$ cat config.mk
export PLATFORM = sky130hd
export DESIGN_NAME = bcpe_ctrl
export DESIGN_NICKNAME = d
export VERILOG_FILES = /design/src/rtl/core/bcpe_pkg.sv /design/src/rtl/core/bcpe_ctrl.sv
export SDC_FILE = /design/constraint.sdc
export NUM_CORES = 1
export LEC_CHECK = 0
export BUFFER_PORTS_ARGS = -buffer_cell sky130_fd_sc_hd__buf_2
export CAP_MARGIN = 10
export CORE_UTILIZATION = 35
export DETAILED_ROUTE_END_ITERATION = 16
export GPL_TIMING_DRIVEN = 0
export SLEW_MARGIN = 10
export SYNTH_ARGS = -nofsm -noshare
export SYNTH_HDL_FRONTEND = slang
export SYNTH_SLANG_ARGS = --single-unit
$ cat constraint.sdc
create_clock -name clk -period 4.3 [get_ports clk]
set_clock_uncertainty 0.1 [all_clocks]
set_input_delay 0.43 -clock clk [delete_from_list [all_inputs] [get_ports clk]]
set_output_delay 0.43 -clock clk [all_outputs]
set_load 0.01 [all_outputs]
$ cat src/rtl/core/bcpe_pkg.sv
// Shared types, codes and constants of the B-spline curve point evaluator.
`default_nettype none
package bcpe_pkg;

  localparam int NUM_CTRL_DEF = 13;
  localparam int ORDER_DEF    = 4;

  localparam int IDX_W   = 6;   // table index width (slot field)
  localparam int K_W     = 3;   // order counter
  localparam int BAS_W   = 26;  // basis / coefficient, signed Q.16 within +-2^24
  localparam int ACC_W   = 48;  // curve accumulator
  localparam int ONE_Q16 = 65536;
  localparam int BAS_LIM = 16777216;

  typedef enum logic [1:0] {
    OP_WR_KNOT = 2'd0,
    OP_WR_CTRL = 2'd1,
    OP_EVAL    = 2'd2,
    OP_NOP     = 2'd3
  } op_t;

  typedef enum logic [1:0] {
    CAP_A = 2'd0,
    CAP_B = 2'd1,
    CAP_C = 2'd2,
    CAP_D = 2'd3
  } cap_t;

  typedef enum logic {
    COEF_1 = 1'b0,
    COEF_2 = 1'b1
  } coef_t;

  typedef enum logic [3:0] {
    S_IDLE,
    S_FETCH,
    S_INIT_WR,
    S_C1,
    S_C1W,
    S_C2,
    S_C2W,
    S_MUL,
    S_SUM,
    S_BWR,
    S_A_RD,
    S_A_MUL,
    S_A_ACC,
    S_OUT
  } state_t;

  typedef struct packed {
    logic             t_load;
    logic             knot_we;
    logic             ctrl_we;
    logic [IDX_W-1:0] knot_addr;
    logic [IDX_W-1:0] work_addr;
    logic             cap_en;
    cap_t             cap_sel;
    logic             init_we;
    logic             coef_start;
    coef_t            coef_sel;
    logic             mul_en;
    logic             sum_en;
    logic             basis_we;
    logic             acc_mul;
    logic             acc_add;
    logic             out_load;
  } cmd_t;

  typedef struct packed {
    logic coef_busy;
  } stat_t;

endpackage
`default_nettype wire

$ cat src/rtl/core/bcpe_ctrl.sv
// Controller: sequences table writes, Cox-de Boor passes and the weighted sum.
`default_nettype none
module bcpe_ctrl #(
  parameter int NUM_CTRL = bcpe_pkg::NUM_CTRL_DEF,
  parameter int ORDER    = bcpe_pkg::ORDER_DEF
) (
  input  wire logic           clk,
  input  wire logic           rst_n,
  input  wire logic           in_valid,
  output logic                in_stall,
  input  wire logic [1:0]     in_operation,
  output logic                out_valid,
  input  wire logic           out_stall,
  output bcpe_pkg::cmd_t      cmd,
  input  wire bcpe_pkg::stat_t stat
);

  localparam int NK = NUM_CTRL + ORDER;
  localparam int IW = bcpe_pkg::IDX_W;
  localparam int KW = bcpe_pkg::K_W;

  bcpe_pkg::state_t state_r, state_nxt;
  logic [IW-1:0]    i_r, i_nxt;
  logic [KW-1:0]    k_r, k_nxt;
  logic [2:0]       f_r, f_nxt;
  logic             ov_r, ov_nxt;
  logic [IW-1:0]    last_i, ik;
  logic             accept;
  bcpe_pkg::op_t    op;

  always_ff @(posedge clk) begin
    if (!rst_n) begin
      state_r <= bcpe_pkg::S_IDLE;
      i_r     <= '0;
      k_r     <= '0;
      f_r     <= '0;
      ov_r    <= 1'b0;
    end else begin
      state_r <= state_nxt;
      i_r     <= i_nxt;
      k_r     <= k_nxt;
      f_r     <= f_nxt;
      ov_r    <= ov_nxt;
    end
  end

  always_comb begin
    state_nxt = state_r;
    i_nxt     = i_r;
    k_nxt     = k_r;
    f_nxt     = f_r;
    ov_nxt    = ov_r && out_stall;
    cmd       = '0;
    op        = bcpe_pkg::op_t'(in_operation);
    in_stall  = (state_r != bcpe_pkg::S_IDLE);
    accept    = in_valid && !in_stall;
    last_i    = IW'(NK - 1) - IW'(k_r);
    ik        = i_r + IW'(k_r);

    unique case (state_r)
      bcpe_pkg::S_IDLE: begin
        if (accept) begin
          unique case (op)
            bcpe_pkg::OP_WR_KNOT: cmd.knot_we = 1'b1;
            bcpe_pkg::OP_WR_CTRL: cmd.ctrl_we = 1'b1;
            bcpe_pkg::OP_EVAL: begin
              cmd.t_load = 1'b1;
              i_nxt      = '0;
              k_nxt      = KW'(1);
              f_nxt      = '0;
              state_nxt  = bcpe_pkg::S_FETCH;
            end
            default: ;
          endcase
        end
      end
      bcpe_pkg::S_FETCH: begin
        unique case (f_r)
          3'd0: cmd.knot_addr = i_r;
          3'd1: cmd.knot_addr = i_r + IW'(1);
          3'd2: cmd.knot_addr = ik - IW'(1);
          default: cmd.knot_addr = ik;
        endcase
        cmd.work_addr = (f_r == 3'd0 || k_r == KW'(1)) ? i_r : i_r + IW'(1);
        cmd.cap_en    = (f_r != 3'd0);
        cmd.cap_sel   = bcpe_pkg::cap_t'(2'(f_r - 3'd1));
        f_nxt         = f_r + 3'd1;
        if (f_r == 3'd4) begin
          f_nxt     = '0;
          state_nxt = (k_r == KW'(1)) ? bcpe_pkg::S_INIT_WR : bcpe_pkg::S_C1;
        end
      end
      bcpe_pkg::S_C1: begin
        cmd.coef_start = 1'b1;
        cmd.coef_sel   = bcpe_pkg::COEF_1;
        state_nxt      = bcpe_pkg::S_C1W;
      end
      bcpe_pkg::S_C1W: begin
        if (!stat.coef_busy) state_nxt = bcpe_pkg::S_C2;
      end
      bcpe_pkg::S_C2: begin
        cmd.coef_start = 1'b1;
        cmd.coef_sel   = bcpe_pkg::COEF_2;
        state_nxt      = bcpe_pkg::S_C2W;
      end
      bcpe_pkg::S_C2W: begin
        if (!stat.coef_busy) state_nxt = bcpe_pkg::S_MUL;
      end
      bcpe_pkg::S_MUL: begin
        cmd.mul_en = 1'b1;
        state_nxt  = bcpe_pkg::S_SUM;
      end
      bcpe_pkg::S_SUM: begin
        cmd.sum_en = 1'b1;
        state_nxt  = bcpe_pkg::S_BWR;
      end
      bcpe_pkg::S_INIT_WR, bcpe_pkg::S_BWR: begin
        cmd.work_addr = i_r;
        cmd.init_we   = (state_r == bcpe_pkg::S_INIT_WR);
        cmd.basis_we  = (state_r == bcpe_pkg::S_BWR);
        if (i_r == last_i) begin
          i_nxt = '0;
          if (k_r == KW'(ORDER)) begin
            state_nxt = bcpe_pkg::S_A_RD;
          end else begin
            k_nxt     = k_r + KW'(1);
            state_nxt = bcpe_pkg::S_FETCH;
          end
        end else begin
          i_nxt     = i_r + IW'(1);
          state_nxt = bcpe_pkg::S_FETCH;
        end
      end
      bcpe_pkg::S_A_RD: begin
        cmd.work_addr = i_r;
        state_nxt     = bcpe_pkg::S_A_MUL;
      end
      bcpe_pkg::S_A_MUL: begin
        cmd.acc_mul = 1'b1;
        state_nxt   = bcpe_pkg::S_A_ACC;
      end
      bcpe_pkg::S_A_ACC: begin
        cmd.acc_add = 1'b1;
        if (i_r == IW'(NUM_CTRL - 1)) begin
          state_nxt = bcpe_pkg::S_OUT;
        end else begin
          i_nxt     = i_r + IW'(1);
          state_nxt = bcpe_pkg::S_A_RD;
        end
      end
      bcpe_pkg::S_OUT: begin
        if (!ov_r || !out_stall) begin
          cmd.out_load = 1'b1;
          ov_nxt       = 1'b1;
          state_nxt    = bcpe_pkg::S_IDLE;
        end
      end
      default: state_nxt = bcpe_pkg::S_IDLE;
    endcase
  end

  assign out_valid = ov_r;

endmodule
`default_nettype wire

==> metrics.txt, run 1 <==
status completed; Area after DPL approximately 2300 sq um; total CTS buffers 3; Port Buffers 34; CTS Sinks 17; first-pass GRT wire length between 9000 and 10000 um; final setup fails 0; row count 27; Worst slew margin a little under two fifths; vias in the first global route roughly 2000; htree depth 1; worst setup margin approximately 0.93 ns; Max Fclk roughly 0.30 GHz; Pins Over Slew Limit 0; hold crit path type input pin to flip-flop; hold buffer count at CTS 0; Longest Clk Path Bufs 2; worst-skew pair later-pin latency between 0.2 and 0.3 ns; CORE AREA 5610 sq um; Fillers 610; Die Y 79.1 um; routed len/inst about 15 um; GRT Overall Usage a little under a fifth; placed cell count 389; setup TNS 0 ns; fin area between 2000 and 2500 sq um; Req. time, crit path ~3.8 ns; CP Capture Type output port; Synth Cell Area ~2100 sq um; Layout Nets roughly 350; period utilization between 70% and 80%; crit path kind flip-flop to output port; Clk pwr share roughly 22%; Storage cell area 340 sq um; post-synth cell types 63; Psw 257 uW; largest net degree at the start of global routing 11; cell taking the most area after synthesis dfxtp_1; iteration count of the initial detailed-routing pass 5; ratio of cells with drive above 1 in the final layout roughly 17%; postcts setup bufs 0; switching share of total power 42.5%; I/O pin cnt 36; Internal Power 347 uW; Final Hold Viols 0; CTS tree done; Leak Pwr roughly 0.00097 uW; crit path DAT approximately 2.8 ns; gr ovfl total 0; Via density 5.70; area added between synthesis and finish 14.7%; Post-synth top cells 27 x nor2_1, 20 x a21oi_1, 19 x inv_1, 19 x nand2_1, 17 x dfxtp_1; fraction of registers with async set or reset after synthesis 0%; Post-synth EDFFs 0; clk root buf clkbuf_8; fin crit period approximately 3.4 ns; Seq pwr share between 20% and 30%; Main synth FF type dfxtp_1; Yosys top cell area share between 15 and 20%; Die ar. between 6000 and 7000 sq um; power per cell area ~250 nW/um^2; gate count after technology mapping around 280; area of the multi-input gates approximately 1500 sq um; maxcap violations 0; critical-path maximum fanout 10; post-synthesis register bit count 17; RePlAce Congestion between 0.9 and 1; Comb power frac 49.6%; count leader, synth nor2_1; Initial DRC Count 184; Die X between 70 and 80 um; syn avg cell area 7.35 sq um; initial antenna violation count 0; HPWL Detailed ~4300 um; number of routed nets with antenna violations 0; Initial Util ~37%; Worst-path clk slew around 0.080 ns; post_cts resized 0; Total Wirelength ~5700 um; DR vias about 2200; Ys Warns 0; fin cells just under 400; VDD IR max 0.000159 V; Placement Setup Slack around 1.2 ns; slew at the pin with the worst max-slew slack 0.945 ns; Post-Syn Nets 306; CP Launch Type flip-flop; DRC 0; RSZ-0062 raised after global routing false; Ant. Diodes 0; register area share after synthesis around 16%; synth top area cells dfxtp_1 16%, ha_1 9.0%, nor2_1 4.9%
[kinds of logic after synthesis]
| group | Yosys count | synth area share [%] |
|---|---|---|
| multiplexers | 6 | 2.95 |
| flip-flops | 17 | 16.4 |
| AO/OA/AOI/OAI | 78 | 25.7 |
| buffers and inverters | 42 | 9.38 |
| AND/OR/NAND/NOR | 114 | 31.5 |
| adder cells (fa/ha/maj) | 16 | 9.98 |
| XOR/XNOR | 10 | 4.21 |
[critical path, stage by stage (launching register included)]
cell and delay, ns:
dfxtp_1 0.54, ha_1 0.23, inv_1 0.06, fa_1 0.41
xor2_1 0.42, nand3_1 0.13, a21oi_1 0.22, o22ai_1 0.12
o31a_1 0.31, buf_2 0.14
[state kept, by name, summed over array words and instances (netlist names)]
| name | count |
|---|---|
| f_r | 3 |
| state_r | 4 |
| i_r | 6 |
| out_valid | 1 |
| k_r | 3 |
[final timing paths]
kind | from | endpoint | slack (ns) | cells past startpoint
worst max-delay path | i_r[0] | cmd[23] | 0.93 | 9
worst min-delay path | out_stall | out_valid | 0.36 | 3
worst min register to register | out_valid | out_valid | 0.44 | 2
worst max register to register | k_r[1] | k_r[2] | 1.84 | 8
[metrics by stage]
step / total power, uW / util, % / hold slack, ns
2_1_floorplan: 401 / - / 0.405
3_3_place_gp: 473 / 41.7 / 0.424
3_5_place_dp: 475 / 41.7 / 0.427
4_1_cts: 604 / 42.5 / 0.358
5_1_grt: 644 / 42.5 / 0.372
6_report: 604 / 42.5 / 0.358
[power by group through the flow]
stage / Sequential [uW] / Combinational [uW] / Clock [uW]
after floorplan: 176 / 226 / 0
after global routing: 176 / 329 / 138
after detailed placement: 178 / 297 / 0
final: 174 / 299 / 130
after CTS: 174 / 299 / 131
after global placement: 178 / 295 / 0
[area by class of cell]
class	instances	area share [%]
flip-flops and latches	17	14.3
plain buffers	23	5.19
repair buffers	34	7.13
inverters	19	2.99
well taps	72	3.78
multi-input cells	224	64.8
clock buffers	4	1.89
[cells in the final DEF, fill, tap and decap left out, drive strengths merged, types with 3 or more instances in the layout]
cell,n
a31oi,5
clkbuf,17
nand2,19
nor2b,5
nand2b,8
dfxtp,17
o31ai,4
inv,19
o21ai,15
ha,15
nand3,15
or3,3
xnor2,7
a21oi,20
o211ai,6
a221oi,3
xor2,3
nand4,8
nor2,27
mux2i,5
nor4b,3
nor3,8
buf,44
[layer usage]
metal / part of all wire (%) / GRT usage (%) / vias up
li1: - / - / 1113
met1: 49 / 28.2 / 1046
met2: 45 / 29.6 / 78
met3: 5.6 / 2.41 / 4
met4: 0.63 / 4.00 / 0
met5: 0 / 0 / -
Power figures use the tool's default switching activity.
==> inputs of run 2 (changes only) <==
- clock period: 4.3 -> 3.13 ns (I/O delays scaled with it)
==> run 2 against run 1 <==
Against the previous run: final cell count unchanged; final area increased by 1.3%; utilization increased by 0.56 points; wire length increased by 0.84%; highest routed layer unchanged; count of clock-buffer cells in the layout unchanged.
==> metrics.txt, run 2 (same netlist as run 1, synthesis figures left out) <==
DR vias 2237; Top Metal Used met4; HPWL Detailed 4290 um; CP Launch Type flip-flop; most frequent cells in the layout 37 x buf_2, 27 x nor2_1, 20 x a21oi_1; maxcap violations 0; Worst path slowest cell fa_1; row count 27; clk root buf clkbuf_8; Worst slew margin roughly 60%; gr ovfl total 0; CP Capture Type output port; fin cells 393; routed len/inst roughly 15 um; fin crit period between 2 and 3 ns; initial antenna violation count 0; number of routed nets with antenna violations 0; Fin Hold WS ~0.24 ns; CTS Sinks 17; Longest Clk Path Bufs 2; crit path DAT ~2.5 ns; slowest stage delay, CP 0.47 ns; worst setup margin 0.172 ns; Pins Over Slew Limit 0; Die X about 79 um; Ant. Diodes 0; met1 wire length between 2000 and 3000 um; Total Wirelength 5770 um; placed cell count 389; hold crit path type input pin to flip-flop; Req. time, crit path approximately 2.7 ns; Clk pwr share 21.2%; Internal Power 481 uW; htree depth 1; Leak Pwr slightly below 0.001 uW; vias in the first global route 1975; Layout Nets ~350; final setup fails 0; power per cell area roughly 340 nW/um^2; status completed; worst-skew pair later-pin latency between 0.2 and 0.3 ns; RSZ-0062 raised after global routing false; metal2 WL roughly 2600 um; crit path kind flip-flop to output port; switching share of total power between 40 and 50%; Psw roughly 350 uW; ratio of cells with drive above 1 in the final layout 18.7%; largest net degree at the start of global routing 11; I/O pin cnt 36; Via density 5.69; Die ar. ~6300 sq um; routed length on met3 between 300 and 400 um; Pwr Total about 830 uW; iteration count of the initial detailed-routing pass 5; Worst-path clk slew 0.08 ns; Seq pwr share between 20 and 30%; CTS tree done; Placement Setup Slack around 0.19 ns; Initial Util a little under two fifths; most common cell after layout, fill and taps aside buf_2; GRT Overall Usage a little under a fifth; largest register by flop count i_r; Max Fclk ~0.34 GHz; area added between synthesis and finish 16.2%; slew at the pin with the worst max-slew slack approximately 0.60 ns; first-pass GRT wire length about 9600 um; Final Hold Viols 0; DRC 0; setup TNS 0 ns; Die Y between 70 and 80 um; CORE AREA approximately 5600 sq um; biggest regs i_r x6, state_r x4; max FFs per register 6; RePlAce Congestion ~0.93; CP cell instances ha_1 -> inv_1 -> fa_1 -> xor2_4 -> nand3_1 -> a21oi_1 -> o22ai_1 -> o31a_1 -> buf_2; period utilization 94.5%; Initial DRC Count between 100 and 150; critical-path maximum fanout 10; total CTS buffers 3; Port Buffers 34; VDD IR max around 0.00022 V; Comb power frac 50.0%
## run 2: cell counts in the layout (fill, tap and decap cells not counted)
No cell type changed its count.
## run 2: final timing paths
path,start,end,slack [ns],cells after the start
min,out_stall,out_valid,0.24,3
max reg2reg,k_r[1],k_r[2],0.66,8
min reg2reg,out_valid,out_valid,0.44,2
max,i_r[0],cmd[23],0.17,9
## run 2: power groups by stage
| stage | Clock (uW) | Combinational [uW] | Sequential [uW] |
|---|---|---|---|
| 6_report | 176 | 417 | 240 |
| 5_1_grt | 190 | 457 | 242 |
| 4_1_cts | 179 | 411 | 239 |
| 3_5_place_dp | 0 | 408 | 244 |
| 3_3_place_gp | 0 | 406 | 244 |
| 2_1_floorplan | 0 | 310 | 241 |
## run 2: stage by stage
| stage | utilization (%) | cell area (sq um) |
|---|---|---|
| floorplan | - | 2080 |
| CTS | 42.7 | 2390 |
| global route | 43.1 | 2420 |
| detailed placement | 41.7 | 2340 |
| finish | 43.1 | 2420 |
| global placement | 41.7 | 2340 |
## run 2: layer usage
layer / track usage, % / up-vias
met3: 2.41 / 4
met4: 4.00 / 0
li1: - / 1115
met1: 28.2 / 1044
met2: 29.6 / 74
met5: 0 / -
## run 2: critical path: cells and delay by family, from the launching register on
family	cells	cell delay [ns]
xor+xnor	1	0.25
compound gates	3	0.64
flops	1	0.44
buf+inv	2	0.20
simple gates	1	0.10
fa+ha+maj	2	0.67
## run 2: layout make-up
type | count | area (sq um)
plain buffers | 23 | 124
clock buffers | 4 | 45.0
fillers | 605 | 3190
inverters | 19 | 71.3
multi-input cells | 224 | 1570
flip-flops and latches | 17 | 344
well taps | 72 | 90.1
repair buffers | 34 | 170
## run 2: what timing repair did
item                                    in CTS  in global routing
gates resized for setup                      1                  5
cloned                                       0                  0
endpoints found under the setup margin       2                  5
buffers inserted                             0                  0
hold buffers                                 0                  0
